**src/sv/sgpr_pkg.sv**
```systemverilog
`default_nettype none

package sgpr_pkg;

  localparam int SAMPLE_BITS = 24;
  localparam int RAMP_BITS   = 16;
  localparam int LEVEL_BITS  = 16;

  // Item kinds
  localparam logic ACT_SET_LEVEL = 1'b0;
  localparam logic ACT_FRAME     = 1'b1;

  // Gain Q7.16 unsigned
  localparam int GAIN_BITS = 23;
  localparam logic [GAIN_BITS-1:0] GAIN_MAX   = '1;
  localparam logic [GAIN_BITS-1:0] UNITY_GAIN = GAIN_BITS'(65536);

  // Pan Q2.14 signed, pan law factor 0..1.0 unsigned
  localparam int PAN_BITS  = 16;
  localparam int PANF_BITS = 15;
  localparam logic signed [PAN_BITS-1:0] PAN_ONE     = 16'sd16384;
  localparam logic signed [PAN_BITS-1:0] PAN_NEG_ONE = -16'sd16384;

  // Level limits, Q8.8 dB
  localparam logic signed [LEVEL_BITS-1:0] TRIM_MIN  = -16'sd6144;
  localparam logic signed [LEVEL_BITS-1:0] TRIM_MAX  = 16'sd6144;
  localparam logic signed [LEVEL_BITS-1:0] FADER_MIN = -16'sd15360;
  localparam logic signed [LEVEL_BITS-1:0] FADER_MAX = 16'sd2560;
  localparam int DB_BITS = LEVEL_BITS + 1;

  // dB to base-2 exponent: log2(10)/20 in Q16, exponent with 24 fraction bits
  localparam int DB_LOG2_K = 10885;
  localparam int X_FRAC    = 24;
  localparam int J_BITS    = 4;
  localparam int R_BITS    = X_FRAC - J_BITS;
  localparam int E_BITS    = 5;
  localparam int MANT_BITS = 18;
  localparam int SHIFT_W   = MANT_BITS + (1 << (E_BITS - 1));

  // Shared multiplier
  localparam int MUL_W  = ((SAMPLE_BITS > GAIN_BITS + 1) ? SAMPLE_BITS : GAIN_BITS + 1) + 1;
  localparam int PROD_W = 2 * MUL_W;

  // gain * pan factor is split in two halves for the sample multiply
  localparam int GP_W      = GAIN_BITS + PANF_BITS;
  localparam int GP_LO     = (GP_W + 1) / 2;
  localparam int GP_HI     = GP_W - GP_LO;
  localparam int ACC_W     = SAMPLE_BITS + GP_W;
  localparam int RND_SHIFT = 30;

  // Serial divider
  localparam int DIV_W = GAIN_BITS + 1;
  localparam int CNT_W = $clog2(DIV_W);

  typedef logic signed [MUL_W-1:0]  mul_op_t;
  typedef logic signed [PROD_W-1:0] mul_prod_t;

  typedef struct packed {
    logic                 start;
    logic [DIV_W-1:0]     dividend;
    logic [RAMP_BITS-1:0] divisor;
  } div_req_t;

  typedef struct packed {
    logic             done;
    logic [DIV_W-1:0] quotient;
  } div_rsp_t;

  // 2^(idx/16) in Q16
  function automatic logic [MANT_BITS-1:0] exp2_tab(input logic [J_BITS:0] idx);
    logic [MANT_BITS-1:0] v;
    case (idx)
      5'd0:    v = 18'd65536;
      5'd1:    v = 18'd68438;
      5'd2:    v = 18'd71468;
      5'd3:    v = 18'd74632;
      5'd4:    v = 18'd77936;
      5'd5:    v = 18'd81386;
      5'd6:    v = 18'd84990;
      5'd7:    v = 18'd88752;
      5'd8:    v = 18'd92682;
      5'd9:    v = 18'd96785;
      5'd10:   v = 18'd101070;
      5'd11:   v = 18'd105545;
      5'd12:   v = 18'd110218;
      5'd13:   v = 18'd115097;
      5'd14:   v = 18'd120193;
      5'd15:   v = 18'd125515;
      default: v = 18'd131072;
    endcase
    return v;
  endfunction

endpackage

`default_nettype wire

```
**src/sv/sgpr_mul.sv**
```systemverilog
`default_nettype none

module sgpr_mul
  import sgpr_pkg::*;
(
  input  logic      clk,
  input  mul_op_t   a,
  input  mul_op_t   b,
  output mul_prod_t prod
);

  always_ff @(posedge clk) begin
    prod <= a * b;
  end

endmodule

`default_nettype wire

```
**src/sv/sgpr_div.sv**
```systemverilog
`default_nettype none

module sgpr_div
  import sgpr_pkg::*;
(
  input  logic     clk,
  input  logic     rst,
  input  div_req_t req,
  output div_rsp_t rsp
);

  logic                 busy;
  logic                 done;
  logic [CNT_W-1:0]     cnt;
  logic [DIV_W-1:0]     dvd;
  logic [RAMP_BITS-1:0] rem;
  logic [RAMP_BITS-1:0] divisor;
  logic [RAMP_BITS:0]   partial;
  logic [RAMP_BITS:0]   trial;
  logic                 fits;

  // One restoring step: bring down the next dividend bit, subtract if it fits
  always_comb begin
    partial = {rem, dvd[DIV_W-1]};
    trial   = partial - {1'b0, divisor};
    fits    = !trial[RAMP_BITS];
  end

  always_ff @(posedge clk) begin
    if (rst) begin
      busy <= 1'b0;
      done <= 1'b0;
      cnt  <= '0;
    end else begin
      done <= 1'b0;
      if (req.start) begin
        busy <= 1'b1;
        cnt  <= '0;
      end else if (busy) begin
        cnt <= cnt + 1'b1;
        if (cnt == CNT_W'(DIV_W - 1)) begin
          busy <= 1'b0;
          done <= 1'b1;
        end
      end
    end
  end

  // Quotient bits shift into the dividend register from the bottom
  always_ff @(posedge clk) begin
    if (req.start) begin
      dvd     <= req.dividend;
      rem     <= '0;
      divisor <= req.divisor;
    end else if (busy) begin
      rem <= fits ? trial[RAMP_BITS-1:0] : partial[RAMP_BITS-1:0];
      dvd <= {dvd[DIV_W-2:0], fits};
    end
  end

  assign rsp.done     = done;
  assign rsp.quotient = dvd;

endmodule

`default_nettype wire

```
**src/sv/strip_gain_pan_ramp_top.sv**
```systemverilog
`default_nettype none

// Level stage of one mixer strip. A set-level item (action 0) saturates trim, fader and pan,
// converts trim + fader from dB to a Q7.16 gain and either jumps to it (ramp_frames 0) or
// starts a linear glide of gain and pan over ramp_frames frames; it gives no result. A frame
// item (action 1) scales the stereo sample by the current gain and, when mono_source is set,
// by the pan law min(1, 1 -/+ pan), gives one result and advances the glide by one frame.
// Everything runs on one registered multiplier and one bit-per-cycle divider under a small
// sequencer, so in_ready is low while an item is in progress. An active frame item makes six
// multiplier passes, with round and saturate per channel; an inactive one gives zeros. A
// set-level item with a glide is dominated by the two 24-bit divisions of the gain and pan
// differences by the frame count. A finished result waits in the output register, and the
// next item is accepted meanwhile; a new result is held back until the waiting one is taken.

module strip_gain_pan_ramp_top
  import sgpr_pkg::*;
(
  input  logic                          clk,
  input  logic                          rst,
  input  logic                          cfg_we,
  input  logic                          cfg_data,
  input  logic                          in_valid,
  output logic                          in_ready,
  input  logic                          action,
  input  logic signed [LEVEL_BITS-1:0]  trim_db,
  input  logic signed [LEVEL_BITS-1:0]  fader_db,
  input  logic signed [LEVEL_BITS-1:0]  pan_pos,
  input  logic        [LEVEL_BITS-1:0]  ramp_frames,
  input  logic                          active,
  input  logic signed [SAMPLE_BITS-1:0] in_left,
  input  logic signed [SAMPLE_BITS-1:0] in_right,
  output logic                          out_valid,
  input  logic                          out_ready,
  output logic signed [SAMPLE_BITS-1:0] out_left,
  output logic signed [SAMPLE_BITS-1:0] out_right,
  output logic                          ramping
);

  localparam logic [4:0] S_IDLE  = 5'd0;
  localparam logic [4:0] S_LVL   = 5'd1;
  localparam logic [4:0] S_MULX  = 5'd2;
  localparam logic [4:0] S_EXP   = 5'd3;
  localparam logic [4:0] S_MULF  = 5'd4;
  localparam logic [4:0] S_MANT  = 5'd5;
  localparam logic [4:0] S_SHIFT = 5'd6;
  localparam logic [4:0] S_JUMP  = 5'd7;
  localparam logic [4:0] S_DIVG  = 5'd8;
  localparam logic [4:0] S_DIVP  = 5'd9;
  localparam logic [4:0] S_PANF  = 5'd10;
  localparam logic [4:0] S_GP    = 5'd11;
  localparam logic [4:0] S_LO    = 5'd12;
  localparam logic [4:0] S_HI    = 5'd13;
  localparam logic [4:0] S_ACC   = 5'd14;
  localparam logic [4:0] S_ABS   = 5'd15;
  localparam logic [4:0] S_RND   = 5'd16;
  localparam logic [4:0] S_FIN   = 5'd17;

  localparam logic [31:0] RAMP_MAX = (32'd1 << RAMP_BITS) - 32'd1;
  localparam logic [ACC_W-1:0] RND_HALF = ACC_W'(1) << (RND_SHIFT - 1);
  localparam logic [ACC_W-1:0] SAT_MAG  = ACC_W'(1) << (SAMPLE_BITS - 1);
  localparam logic [SAMPLE_BITS-1:0] SMIN = {1'b1, {(SAMPLE_BITS-1){1'b0}}};
  localparam logic [SAMPLE_BITS-1:0] SMAX = {1'b0, {(SAMPLE_BITS-1){1'b1}}};
  localparam logic [SHIFT_W-1:0] SHIFT_ONE = SHIFT_W'(1);
  localparam logic [DIV_W-1:0] PAN_STEP_MAX = DIV_W'((1 << (PAN_BITS - 1)) - 1);

  // Control and strip state
  logic [4:0]                  state;
  logic                        mono_source;
  logic [GAIN_BITS-1:0]        current_gain;
  logic [GAIN_BITS-1:0]        target_gain;
  logic signed [DIV_W-1:0]     gain_step;
  logic signed [PAN_BITS-1:0]  current_pan;
  logic signed [PAN_BITS-1:0]  target_pan;
  logic signed [PAN_BITS-1:0]  pan_step;
  logic [RAMP_BITS-1:0]        frames_left;

  // Item and work registers
  logic                        active_r;
  logic signed [LEVEL_BITS-1:0] trim_r;
  logic signed [LEVEL_BITS-1:0] fader_r;
  logic signed [LEVEL_BITS-1:0] pan_r;
  logic [LEVEL_BITS-1:0]       frames_r;
  logic signed [SAMPLE_BITS-1:0] left_r;
  logic signed [SAMPLE_BITS-1:0] right_r;
  logic signed [DB_BITS-1:0]   db;
  logic signed [PAN_BITS-1:0]  pan_c;
  logic [RAMP_BITS-1:0]        n;
  logic signed [E_BITS-1:0]    e_r;
  logic [R_BITS-1:0]           r_r;
  logic [MANT_BITS-1:0]        base_r;
  logic [MANT_BITS-1:0]        slope_r;
  logic [MANT_BITS-1:0]        m_r;
  logic [PANF_BITS-1:0]        lpf;
  logic [PANF_BITS-1:0]        rpf;
  logic                        side;
  logic [GP_W-1:0]             gp;
  logic signed [ACC_W-1:0]     acc;
  logic [ACC_W-1:0]            mag;
  logic                        neg;
  logic                        div_neg;
  logic [SAMPLE_BITS-1:0]      res_l;
  logic [SAMPLE_BITS-1:0]      res_r;

  // Combinational
  logic signed [LEVEL_BITS-1:0] trim_c;
  logic signed [LEVEL_BITS-1:0] fader_c;
  logic signed [LEVEL_BITS-1:0] pan_cl;
  logic [31:0]                 n_wide;
  logic [RAMP_BITS-1:0]        n_clamp;
  logic [J_BITS-1:0]           j;
  logic [MANT_BITS-1:0]        tab_lo;
  logic [MANT_BITS-1:0]        tab_hi;
  logic [SHIFT_W-1:0]          m_ext;
  logic [SHIFT_W-1:0]          gw;
  logic [E_BITS-1:0]           sh;
  logic [GAIN_BITS-1:0]        g_sat;
  logic signed [PAN_BITS+1:0]  cp_x;
  logic signed [PAN_BITS+1:0]  lraw;
  logic signed [PAN_BITS+1:0]  rraw;
  logic [PANF_BITS-1:0]        lpf_v;
  logic [PANF_BITS-1:0]        rpf_v;
  logic [DIV_W-1:0]            gdiff;
  logic [DIV_W-1:0]            gmag;
  logic signed [PAN_BITS:0]    pdiff;
  logic [PAN_BITS:0]           pmag;
  logic signed [ACC_W-1:0]     prod_x;
  logic [ACC_W-1:0]            rnd;
  logic [SAMPLE_BITS-1:0]      res_v;
  logic [DIV_W-1:0]            quo;
  logic [DIV_W-1:0]            gstep_v;
  logic [PAN_BITS-1:0]         pstep_v;
  logic [DIV_W-1:0]            gain_sum;
  logic signed [SAMPLE_BITS-1:0] sample;
  logic                        fin_go;

  mul_op_t   mul_a;
  mul_op_t   mul_b;
  mul_prod_t prod;
  div_req_t  div_req;
  div_rsp_t  div_rsp;

  sgpr_mul u_mul (
    .clk  (clk),
    .a    (mul_a),
    .b    (mul_b),
    .prod (prod)
  );

  sgpr_div u_div (
    .clk (clk),
    .rst (rst),
    .req (div_req),
    .rsp (div_rsp)
  );

  assign in_ready = (state == S_IDLE) && !rst;
  assign fin_go   = (state == S_FIN) && (!out_valid || out_ready);
  assign sample   = side ? right_r : left_r;
  assign quo      = div_rsp.quotient;

  // Level saturation
  always_comb begin
    trim_c  = trim_r;
    fader_c = fader_r;
    pan_cl  = pan_r;
    if (trim_r < TRIM_MIN) trim_c = TRIM_MIN;
    if (trim_r > TRIM_MAX) trim_c = TRIM_MAX;
    if (fader_r < FADER_MIN) fader_c = FADER_MIN;
    if (fader_r > FADER_MAX) fader_c = FADER_MAX;
    if (pan_r < PAN_NEG_ONE) pan_cl = PAN_NEG_ONE;
    if (pan_r > PAN_ONE) pan_cl = PAN_ONE;
    n_wide  = {{(32-LEVEL_BITS){1'b0}}, frames_r};
    n_clamp = (n_wide > RAMP_MAX) ? RAMP_MAX[RAMP_BITS-1:0] : n_wide[RAMP_BITS-1:0];
  end

  // Table lookup and exponent shift
  always_comb begin
    j      = prod[R_BITS+J_BITS-1:R_BITS];
    tab_lo = exp2_tab({1'b0, j});
    tab_hi = exp2_tab({1'b0, j} + 5'd1);
    m_ext  = {{(SHIFT_W-MANT_BITS){1'b0}}, m_r};
    sh     = E_BITS'(-e_r);
    if (!e_r[E_BITS-1]) begin
      gw = m_ext << e_r[E_BITS-2:0];
    end else begin
      // round half up on the way down
      gw = (m_ext + (SHIFT_ONE << (sh - 1'b1))) >> sh;
    end
    g_sat = (gw > {{(SHIFT_W-GAIN_BITS){1'b0}}, GAIN_MAX}) ? GAIN_MAX : gw[GAIN_BITS-1:0];
  end

  // Pan law factors
  always_comb begin
    cp_x  = {{2{current_pan[PAN_BITS-1]}}, current_pan};
    lraw  = {{2{1'b0}}, PAN_ONE} - cp_x;
    rraw  = {{2{1'b0}}, PAN_ONE} + cp_x;
    lpf_v = PAN_ONE[PANF_BITS-1:0];
    rpf_v = PAN_ONE[PANF_BITS-1:0];
    if (mono_source) begin
      if (lraw[PAN_BITS+1]) lpf_v = '0;
      else if (lraw < {{2{1'b0}}, PAN_ONE}) lpf_v = lraw[PANF_BITS-1:0];
      if (rraw[PAN_BITS+1]) rpf_v = '0;
      else if (rraw < {{2{1'b0}}, PAN_ONE}) rpf_v = rraw[PANF_BITS-1:0];
    end
  end

  // Ramp step operands and results
  always_comb begin
    gdiff = {1'b0, target_gain} - {1'b0, current_gain};
    gmag  = gdiff[DIV_W-1] ? -gdiff : gdiff;
    pdiff = {pan_c[PAN_BITS-1], pan_c} - {current_pan[PAN_BITS-1], current_pan};
    pmag  = pdiff[PAN_BITS] ? -pdiff : pdiff;
    gstep_v = div_neg ? -quo : quo;
    if (div_neg) pstep_v = -quo[PAN_BITS-1:0];
    else if (quo > PAN_STEP_MAX) pstep_v = PAN_STEP_MAX[PAN_BITS-1:0];
    else pstep_v = quo[PAN_BITS-1:0];
    gain_sum = {1'b0, current_gain} + gain_step;
  end

  // Sample scaling: accumulate, round half away from zero, saturate
  always_comb begin
    prod_x = {{(ACC_W-PROD_W){prod[PROD_W-1]}}, prod};
    rnd    = (mag + RND_HALF) >> RND_SHIFT;
    if (rnd >= SAT_MAG) res_v = neg ? SMIN : SMAX;
    else res_v = neg ? -rnd[SAMPLE_BITS-1:0] : rnd[SAMPLE_BITS-1:0];
  end

  // Multiplier operand select
  always_comb begin
    mul_a = '0;
    mul_b = '0;
    unique case (state)
      S_MULX: begin
        mul_a = {{(MUL_W-DB_BITS){db[DB_BITS-1]}}, db};
        mul_b = MUL_W'(DB_LOG2_K);
      end
      S_MULF: begin
        mul_a = {{(MUL_W-MANT_BITS){1'b0}}, slope_r};
        mul_b = {{(MUL_W-R_BITS){1'b0}}, r_r};
      end
      S_GP: begin
        mul_a = {{(MUL_W-GAIN_BITS){1'b0}}, current_gain};
        mul_b = {{(MUL_W-PANF_BITS){1'b0}}, (side ? rpf : lpf)};
      end
      S_LO: begin
        mul_a = {{(MUL_W-SAMPLE_BITS){sample[SAMPLE_BITS-1]}}, sample};
        mul_b = {{(MUL_W-GP_LO){1'b0}}, prod[GP_LO-1:0]};
      end
      S_HI: begin
        mul_a = {{(MUL_W-SAMPLE_BITS){sample[SAMPLE_BITS-1]}}, sample};
        mul_b = {{(MUL_W-GP_HI){1'b0}}, gp[GP_W-1:GP_LO]};
      end
      default: begin
        mul_a = '0;
        mul_b = '0;
      end
    endcase
  end

  // Divider requests: gain difference first, pan difference when it finishes
  always_comb begin
    div_req.start    = 1'b0;
    div_req.dividend = gmag;
    div_req.divisor  = n;
    if (state == S_JUMP && n != '0) begin
      div_req.start = 1'b1;
    end else if (state == S_DIVG && div_rsp.done) begin
      div_req.start    = 1'b1;
      div_req.dividend = {{(DIV_W-PAN_BITS-1){1'b0}}, pmag};
    end
  end

  always_ff @(posedge clk) begin
    if (rst) begin
      state        <= S_IDLE;
      out_valid    <= 1'b0;
      mono_source  <= 1'b0;
      current_gain <= UNITY_GAIN;
      target_gain  <= UNITY_GAIN;
      gain_step    <= '0;
      current_pan  <= '0;
      target_pan   <= '0;
      pan_step     <= '0;
      frames_left  <= '0;
    end else begin
      if (cfg_we) mono_source <= cfg_data;
      // load a new result, else drop the old one once transferred
      if (fin_go) out_valid <= 1'b1;
      else if (out_ready) out_valid <= 1'b0;
      unique case (state)
        S_IDLE: begin
          if (in_valid) state <= (action == ACT_FRAME) ? S_PANF : S_LVL;
        end
        S_LVL:   state <= S_MULX;
        S_MULX:  state <= S_EXP;
        S_EXP:   state <= S_MULF;
        S_MULF:  state <= S_MANT;
        S_MANT:  state <= S_SHIFT;
        S_SHIFT: begin
          target_gain <= g_sat;
          state       <= S_JUMP;
        end
        S_JUMP: begin
          target_pan <= pan_c;
          if (n == '0) begin
            current_gain <= target_gain;
            current_pan  <= pan_c;
            gain_step    <= '0;
            pan_step     <= '0;
            frames_left  <= '0;
            state        <= S_IDLE;
          end else begin
            state <= S_DIVG;
          end
        end
        S_DIVG: begin
          if (div_rsp.done) begin
            gain_step <= gstep_v;
            state     <= S_DIVP;
          end
        end
        S_DIVP: begin
          if (div_rsp.done) begin
            pan_step    <= pstep_v;
            frames_left <= n;
            state       <= S_IDLE;
          end
        end
        S_PANF:  state <= active_r ? S_GP : S_FIN;
        S_GP:    state <= S_LO;
        S_LO:    state <= S_HI;
        S_HI:    state <= S_ACC;
        S_ACC:   state <= S_ABS;
        S_ABS:   state <= S_RND;
        S_RND:   state <= side ? S_FIN : S_GP;
        S_FIN: begin
          if (fin_go) begin
            // advance the glide; snap to target on its last frame
            if (frames_left == RAMP_BITS'(1)) begin
              current_gain <= target_gain;
              current_pan  <= target_pan;
              gain_step    <= '0;
              pan_step     <= '0;
              frames_left  <= '0;
            end else if (frames_left != '0) begin
              current_gain <= gain_sum[GAIN_BITS-1:0];
              current_pan  <= current_pan + pan_step;
              frames_left  <= frames_left - 1'b1;
            end
            state <= S_IDLE;
          end
        end
        default: state <= S_IDLE;
      endcase
    end
  end

  always_ff @(posedge clk) begin
    if (in_valid && in_ready) begin
      active_r <= active;
      trim_r   <= trim_db;
      fader_r  <= fader_db;
      pan_r    <= pan_pos;
      frames_r <= ramp_frames;
      left_r   <= in_left;
      right_r  <= in_right;
    end
    case (state)
      S_LVL: begin
        db    <= {trim_c[LEVEL_BITS-1], trim_c} + {fader_c[LEVEL_BITS-1], fader_c};
        pan_c <= pan_cl;
        n     <= n_clamp;
      end
      S_EXP: begin
        e_r     <= prod[X_FRAC+E_BITS-1:X_FRAC];
        r_r     <= prod[R_BITS-1:0];
        base_r  <= tab_lo;
        slope_r <= tab_hi - tab_lo;
      end
      S_MANT: m_r <= base_r + prod[R_BITS+MANT_BITS-1:R_BITS];
      S_JUMP: div_neg <= gdiff[DIV_W-1];
      S_DIVG: begin
        if (div_rsp.done) div_neg <= pdiff[PAN_BITS];
      end
      S_PANF: begin
        lpf   <= lpf_v;
        rpf   <= rpf_v;
        side  <= 1'b0;
        res_l <= '0;
        res_r <= '0;
      end
      S_LO:  gp  <= prod[GP_W-1:0];
      S_HI:  acc <= prod_x;
      S_ACC: acc <= acc + (prod_x <<< GP_LO);
      S_ABS: begin
        neg <= acc[ACC_W-1];
        mag <= acc[ACC_W-1] ? -acc : acc;
      end
      S_RND: begin
        if (side) res_r <= res_v;
        else res_l <= res_v;
        side <= 1'b1;
      end
      default: begin
      end
    endcase
    if (fin_go) begin
      out_left  <= res_l;
      out_right <= res_r;
      ramping   <= (frames_left > RAMP_BITS'(1));
    end
  end

endmodule

`default_nettype wire

```
**config.mk**
```make
export PLATFORM = sky130hd
export DESIGN_NAME = strip_gain_pan_ramp_top
export DESIGN_NICKNAME = d
export VERILOG_FILES = /design/src/sv/sgpr_pkg.sv /design/src/sv/sgpr_mul.sv /design/src/sv/sgpr_div.sv /design/src/sv/strip_gain_pan_ramp_top.sv
export SDC_FILE = /design/constraint.sdc
export NUM_CORES = 2
export LEC_CHECK = 0
export ABC_AREA = 0
export BUFFER_PORTS_ARGS = -buffer_cell sky130_fd_sc_hd__buf_2
export CORE_UTILIZATION = 58
export DETAILED_ROUTE_END_ITERATION = 16
export GPL_TIMING_DRIVEN = 0
export HOLD_SLACK_MARGIN = 0.1
export PLACE_DENSITY = 0.84
export SYNTH_ARGS = -nofsm -noshare
export SYNTH_HDL_FRONTEND = slang
export SYNTH_SLANG_ARGS = --single-unit
```
**constraint.sdc**
```tcl
create_clock -name clk -period 11.2 [get_ports clk]
set_clock_uncertainty 0.15 [all_clocks]
set_input_delay 1.12 -clock clk [delete_from_list [all_inputs] [get_ports clk]]
set_output_delay 1.12 -clock clk [all_outputs]
set_load 0.01 [all_outputs]
```
# Word-level counts from Yosys, hierarchy flattened
# Memory sizes are Yosys's and may differ from the RTL's. A register that Yosys moved wholly into a read port is not among the register bits.
# Cells that the tools add are included.
dict set report word_totals {
  regBits 786
  rom_bits 512
  elab_cells 237
  memories 2
}
dict set report op_classes {
  add_sub_neg 24
  n_mul 1
  magnitude_cmp 12
  n_eq_ne 28
  shifts 3
  mux 79
  bitwise 4
  n_reduce_logical 35
}
# memory words width rd rd_ports_with_merged_regs write_ports line
set memory_table {}
lappend memory_table {{(name not given)} 16 16 1 1 0 sgpr_pkg.sv:72} ;# case (idx)
lappend memory_table {{(name not given)} 16 16 1 0 0 sgpr_pkg.sv:72}
# cell n
set ops {}
lappend ops {{16-bit 2-to-1 mux} 20}
lappend ops {{24-bit 2-to-1 mux} 10}
lappend ops {{23-bit 2-to-1 mux} 10}
lappend ops {{62-bit case mux with 2 select lines} 1}
lappend ops {{20-bit case mux with 5 select lines} 1}
lappend ops {{25-bit case mux with 4 select lines} 1}
lappend ops {{16-bit case mux with 3 select lines} 2}
lappend ops {{24-bit case mux with 2 select lines} 2}
lappend ops {{5-bit case mux with 18 select lines} 1}
lappend ops {{15-bit 2-to-1 mux} 5}
lappend ops {{23-bit case mux with 3 select lines} 1}
lappend ops {{62-bit by 30-bit adder with 62-bit output, second input constant} 1}
lappend ops {{62-bit adder} 1}
lappend ops {{62-bit negation} 1}
lappend ops {{61-bit 2-to-1 mux} 1}
lappend ops {{24-bit negation} 2}
lappend ops {{25-bit by 21-bit multiplier with 46-bit output} 1}
lappend ops {{23-bit case mux with 2 select lines} 1}
lappend ops {{5-bit by 4-bit equality test with 1-bit output, second input constant} 8}
lappend ops {{18-bit by 15-bit < comparator with 1-bit output, second input constant} 2}
lappend ops {{18-bit by 34-bit adder with 34-bit output} 1}
lappend ops {{34-bit by 23-bit greater-than comparator with 1-bit output, second input constant} 1}
lappend ops {{34-bit 2-to-1 mux} 1}
lappend ops {{1-bit by 5-bit left shift with 34-bit output, first input constant} 1}
lappend ops {{other kinds (58)} 110}

# Logic depth before layout (Yosys ltp)
dict set report depth {
  word_depth 8
  mapped_depth 38
}

# Cells and area by module
# Synthesis repeated with hierarchy kept, for this count alone.
dict set report unflattened {
  hier_cells 6988
  area_unflattened_um2 66681.5
}
# mod instances cells_per_inst area_per_inst_um2 seq_area_each_um2
set by_module_without_submodules {}
lappend by_module_without_submodules {strip_gain_pan_ramp_top 1 4104 39098.7 17306.6}
lappend by_module_without_submodules {sgpr_mul 1 2571 24120.6 1001.0}
lappend by_module_without_submodules {sgpr_div 1 313 3462.1 1661.6}

# Worst setup path after synthesis
# OpenSTA, ideal clock, no wires.
dict set report synth_timing {
  path_type {reg-to-reg}
  from {register state[0]}
  to {register tab_lo[3] (netlist name)}
  setup_ps 58
  arrival_ps 9306
  slack_ps 1686
  stages_incl_launch_ff 32
  period_less_slack_ps 9514
  path_cell_list {dfxtp_1 -> clkbuf_1 -> buf_1 -> clkbuf_1 -> mux2i_1 -> nor2_1 -> a211oi_1 -> nor2_1 -> fa_1 -> fa_1 -> inv_1 -> fa_1 -> inv_1 -> fa_1 -> fa_1 -> fa_1 -> inv_1 -> fa_1 -> inv_1 -> ha_1 -> o21a_1 -> o21a_1 -> o21a_1 -> o32a_1 -> nand3_1 -> a21oi_1 -> or2_2 -> xor2_1 -> clkinv_1 -> ha_1 -> mux4_2 -> inv_1}
}
dict set report synth_via {
  elab_chain_cells 4
}
# element line
set synth_lines {}
lappend synth_lines {{start, declared} strip_gain_pan_ramp_top.sv:67} ;# logic [4:0] state;
lappend synth_lines {{start signal, assigned} strip_gain_pan_ramp_top.sv:292} ;# if (in_valid) state <= (action == ACT_FRAME) ? S_PANF : S_LVL;
lappend synth_lines {{start signal, assigned} strip_gain_pan_ramp_top.sv:329} ;# S_PANF: state <= active_r ? S_GP : S_FIN;
lappend synth_lines {{start signal, assigned} strip_gain_pan_ramp_top.sv:335} ;# S_RND: state <= side ? S_FIN : S_GP;
lappend synth_lines {{5-bit by 4-bit equality test with 1-bit output} strip_gain_pan_ramp_top.sv:232} ;# unique case (state)
lappend synth_lines {{2-bit OR reduction (no source line)} --}
lappend synth_lines {{25-bit case mux with 4 select lines} strip_gain_pan_ramp_top.sv:232}
lappend synth_lines {{25-bit by 21-bit multiplier with 46-bit output (*)} sgpr_mul.sv:13} ;# prod <= a * b;
# Mark *: on every way between the ends. The rest lies on a longest branch, timed or not.
# A chain may end at the register's enable or synchronous reset.

# Worst setup path after layout
dict set report layout_timing {
  from {register side}
  to {register tab_lo[4] (netlist name)}
}
dict set report layout_via {
  elab_chain_cells 3
}
# element line
set layout_lines {}
lappend layout_lines {{start, declared} strip_gain_pan_ramp_top.sv:95} ;# logic side;
lappend layout_lines {{start signal, assigned} strip_gain_pan_ramp_top.sv:388} ;# side <= 1'b0;
lappend layout_lines {{start signal, assigned} strip_gain_pan_ramp_top.sv:402} ;# side <= 1'b1;
lappend layout_lines {{15-bit 2-to-1 mux or 24-bit 2-to-1 mux (tied branches)} {strip_gain_pan_ramp_top.sv:243, strip_gain_pan_ramp_top.sv:158}}
lappend layout_lines {{20-bit case mux with 5 select lines or 25-bit case mux with 4 select lines (tied branches)} strip_gain_pan_ramp_top.sv:232}
lappend layout_lines {{25-bit by 21-bit multiplier with 46-bit output (*)} sgpr_mul.sv:13}
# Marks and branches as above.

==> results.py <==
metrics = {
    "hold_path": {
        "hold_path_depth": 0,
        "hold_start": "res_r[19]",
        "hold_class": "reg2reg",
    },
    "die": {
        "num_rows": 119,
        "die_w_um": 327.5,
        "die_h_um": 327.5,
        "start_util_pct": 58.47,
        "die_area_um2": 107300,
        "core_area_um2": 105100,
        "pin_count": 171,
    },
    "pwr": {
        "peakVddDrop_mv": 0.1489,
        "p_comb_share_pct": 39.8,
        "swShare_pct": 40.17,
        "p_int_w": 0.006441,
        "p_clk_share_pct": 26.0,
        "power_frac_seq_pct": 34.2,
        "p_per_area_nw_per_um2": 159.8,
        "p_sw_w": 0.004325,
        "power.leakage_nw": 28.34,
    },
    "yosys": {
        "synth_top_area_share_pct": 25.55,
        "synth.avg_cell_area_um2": 9.390,
        "syn_area_um2": 61460,
        "ys_types": 85,
        "netlist_top_cells_area": "edfxtp_1 26%, fa_1 16%, dfxtp_1 7.3%",
        "synth_edf_count": 523,
        "synth_ff_type": "edfxtp_1",
        "async_flop_share_pct": 0,
        "ys_warn_count": 0,
        "synth_area_leader_cell": "edfxtp_1",
        "syn_inst": 6545,
        "ys_seq_elements": 748,
        "yosysSeqAreaShare_pct": 32.88,
    },
    "layout": {
        "synthToLayoutAreaGrowth_pct": 9.632,
        "layout_common_cells": "806 x inv_1, 677 x nand2_1, 603 x nor2_1",
        "final_nets": 7798,
        "antenna_cells": 0,
        "multiInputGateArea_um2": 37390,
        "stdcell_count": 8284,
        "drive_gt1_share_pct": 7.268,
        "final_util_pct": 64.10,
        "regMostFlops": "acc",
        "layout_commonest_cell": "inv_1",
        "fillCellCount": 8511,
        "largest_reg_flops": 62,
        "register_area_um2": 20210,
        "reg_top3": "acc (62), u_mul.prod (46), mag (33)",
    },
    "job": {
        "drv_cap": 0,
    },
    "worst_setup_path": {
        "cp-end-kind": "flop",
        "critPathMostFrequentCell": "fa_1",
        "rr_startpoint": "side",
        "critPathLaunch": "side",
        "critical_path_class": "reg2reg",
        "cp_slowest_stage_delay_ns": 0.70,
        "crit_fanout": 11,
        "reg2regPathDepth": 30,
        "crit_required_ns": 11.56,
        "worstPathArrival_ns": 11.29,
        "startpoint_type": "flop",
        "critPathSlowestCell": "a21oi_2",
    },
    "routing": {
        "route.detailed.drc": 0,
        "routed-wl-met3_um": 21170,
        "topRoutingLayerUsed": "met5",
        "num_vias": 51576,
        "wirelength_um": 191300,
        "antenna_left": 0,
        "wl_per_cell_um": 23.09,
        "firstDrtPassIters": 7,
        "drtIter0Drc": 5857,
        "wl_met1_um": 70830,
        "wl_met2_um": 86720,
        "vias_per_cell": 6.226,
    },
    "placement": {
        "hpwl_um": 151300,
        "place_inst": 8125,
        "gp_congestion": 1.028,
        "port_buffers": 170,
        "pre_cts_ws_ns": -1.896,
    },
    "cts": {
        "cts.sinks": 748,
        "numCtsBuffers": 83,
        "cts_tree": "yes",
        "cts.path.max_buffers": 3,
        "cts_hold_buf": 0,
        "insertion_delay_ns": 0.68,
        "cts_max_level": 3,
        "cts_root_buf": "clkbuf_16",
        "clk_pin_slew_ns": 0.08,
    },
    "sta": {
        "relSlewSlack_pct": 4.896,
        "layout_min_cycle_time_ns": 10.93,
        "setup_tns_ns": 0,
        "worst_hold_slack_ns": 0.2562,
        "setup_viol": 0,
        "rsz0062_at_grt": "no",
        "layout_setup_ws_ns": 0.2743,
        "maxSlewViolCount": 0,
        "worstMarginPinSlew_ns": 1.416,
        "finalCritPeriodShare_pct": 97.55,
        "hold_viol_final": 0,
        "fmax_mhz": 91.53,
    },
    "outcome": {
        "status": "completed",
    },
    "global_routing": {
        "grt_first_pass_wirelength_um": 291400,
        "overflow": 0,
        "grt_pass1_vias": 50575,
        "grt_start_max_net_pins": 63,
        "gr-usage-all-layers_pct": 35.46,
        "antenna_found_initial": 5,
    },
}
==> worst paths after layout <==
| path | to | slack [ns] |
|---|---|---|
| worst max register to register | tab_lo[4] | 0.27 |
| worst min-delay path | out_right[19] | 0.26 |
| worst min register to register | out_right[19] | 0.26 |
| worst max-delay path | tab_lo[4] | 0.27 |
==> metal layers <==
metal | vias up | track usage, %
li1 | 23101 | -
met1 | 25031 | 44.26
met2 | 2823 | 55.91
met3 | 615 | 8.962
met4 | 6 | 20.60
met5 | - | 0
==> per-stage QoR <==
step | cell area [um2] | power [W]
after floorplan | 61480 | 0.006507
after global placement | 64070 | 0.007707
after global routing | 67380 | 0.01126
after detailed placement | 64360 | 0.007832
after CTS | 67240 | 0.01063
final | 67380 | 0.01077
==> synthesized netlist by cell type, types with 40 or more instances <==
cell type  instances
a211oi_1          90
a21o_1            86
a21oi_1          355
a22oi_1           40
a31oi_1           52
and2_1           104
and3_1            63
clkbuf_1         258
dfxtp_1          225
edfxtp_1         523
fa_1             506
ha_1             348
inv_1            806
mux2i_1           99
nand2_1          677
nand2b_1          47
nand3_1          115
nor2_1           610
nor2b_1           51
nor3_1           159
nor4_1            41
o211ai_1          47
o21a_1            50
o21ai_0          274
o31ai_1           40
or3_1             49
xnor2_1          214
xor2_1           112
==> cell families after synthesis <==
kind of cell / after synthesis / synth area share, %
AO/OA/AOI/OAI: 1339 / 14.22
XOR/XNOR: 326 / 4.646
adder cells (fa/ha/maj): 854 / 23.57
buffers and inverters: 1086 / 6.647
flip-flops: 748 / 32.88
multiplexers: 148 / 2.840
other: 2 / 0.01222
AND/OR/NAND/NOR: 2042 / 15.19
==> power groups by stage <==
stage                     registers, W  logic, W  clock network (W)
after floorplan                0.00356   0.00295                  0
after detailed placement       0.00371   0.00412                  0
after global placement         0.00373   0.00397                  0
final                          0.00368   0.00429            0.00280
after global routing           0.00368   0.00467            0.00291
after CTS                      0.00366   0.00416            0.00281
==> area by class of cell <==
| class | count | share of cell area (%) |
|---|---|---|
| clock inverters | 49 | 0.6685 |
| flip-flops and latches | 748 | 29.99 |
| inverters | 810 | 4.512 |
| multi-input cells | 4716 | 55.49 |
| plain buffers | 276 | 1.617 |
| well taps | 1391 | 2.583 |
| repair buffers | 189 | 1.653 |
| clock buffers | 105 | 3.482 |
==> what timing repair did <==
action | in CTS | in global routing
pin swaps | 0 | 1
gates resized for setup | 27 | 48
endpoints found under the setup margin | 34 | 27
setup buffers | 0 | 2
==> worst max-delay path: cells and delay by family, from the launching register on <==
kind	cells	cell delay, ns
AOI/OAI and AO/OA	8	2.16
xor gates and xnor gates	1	0.44
adders and majority gates	9	4.28
buffers and inverters	8	2.23
DFF	1	0.48
muxes	1	0.43
and+or+nand+nor	3	0.59
(Power assumes the default switching activity.)
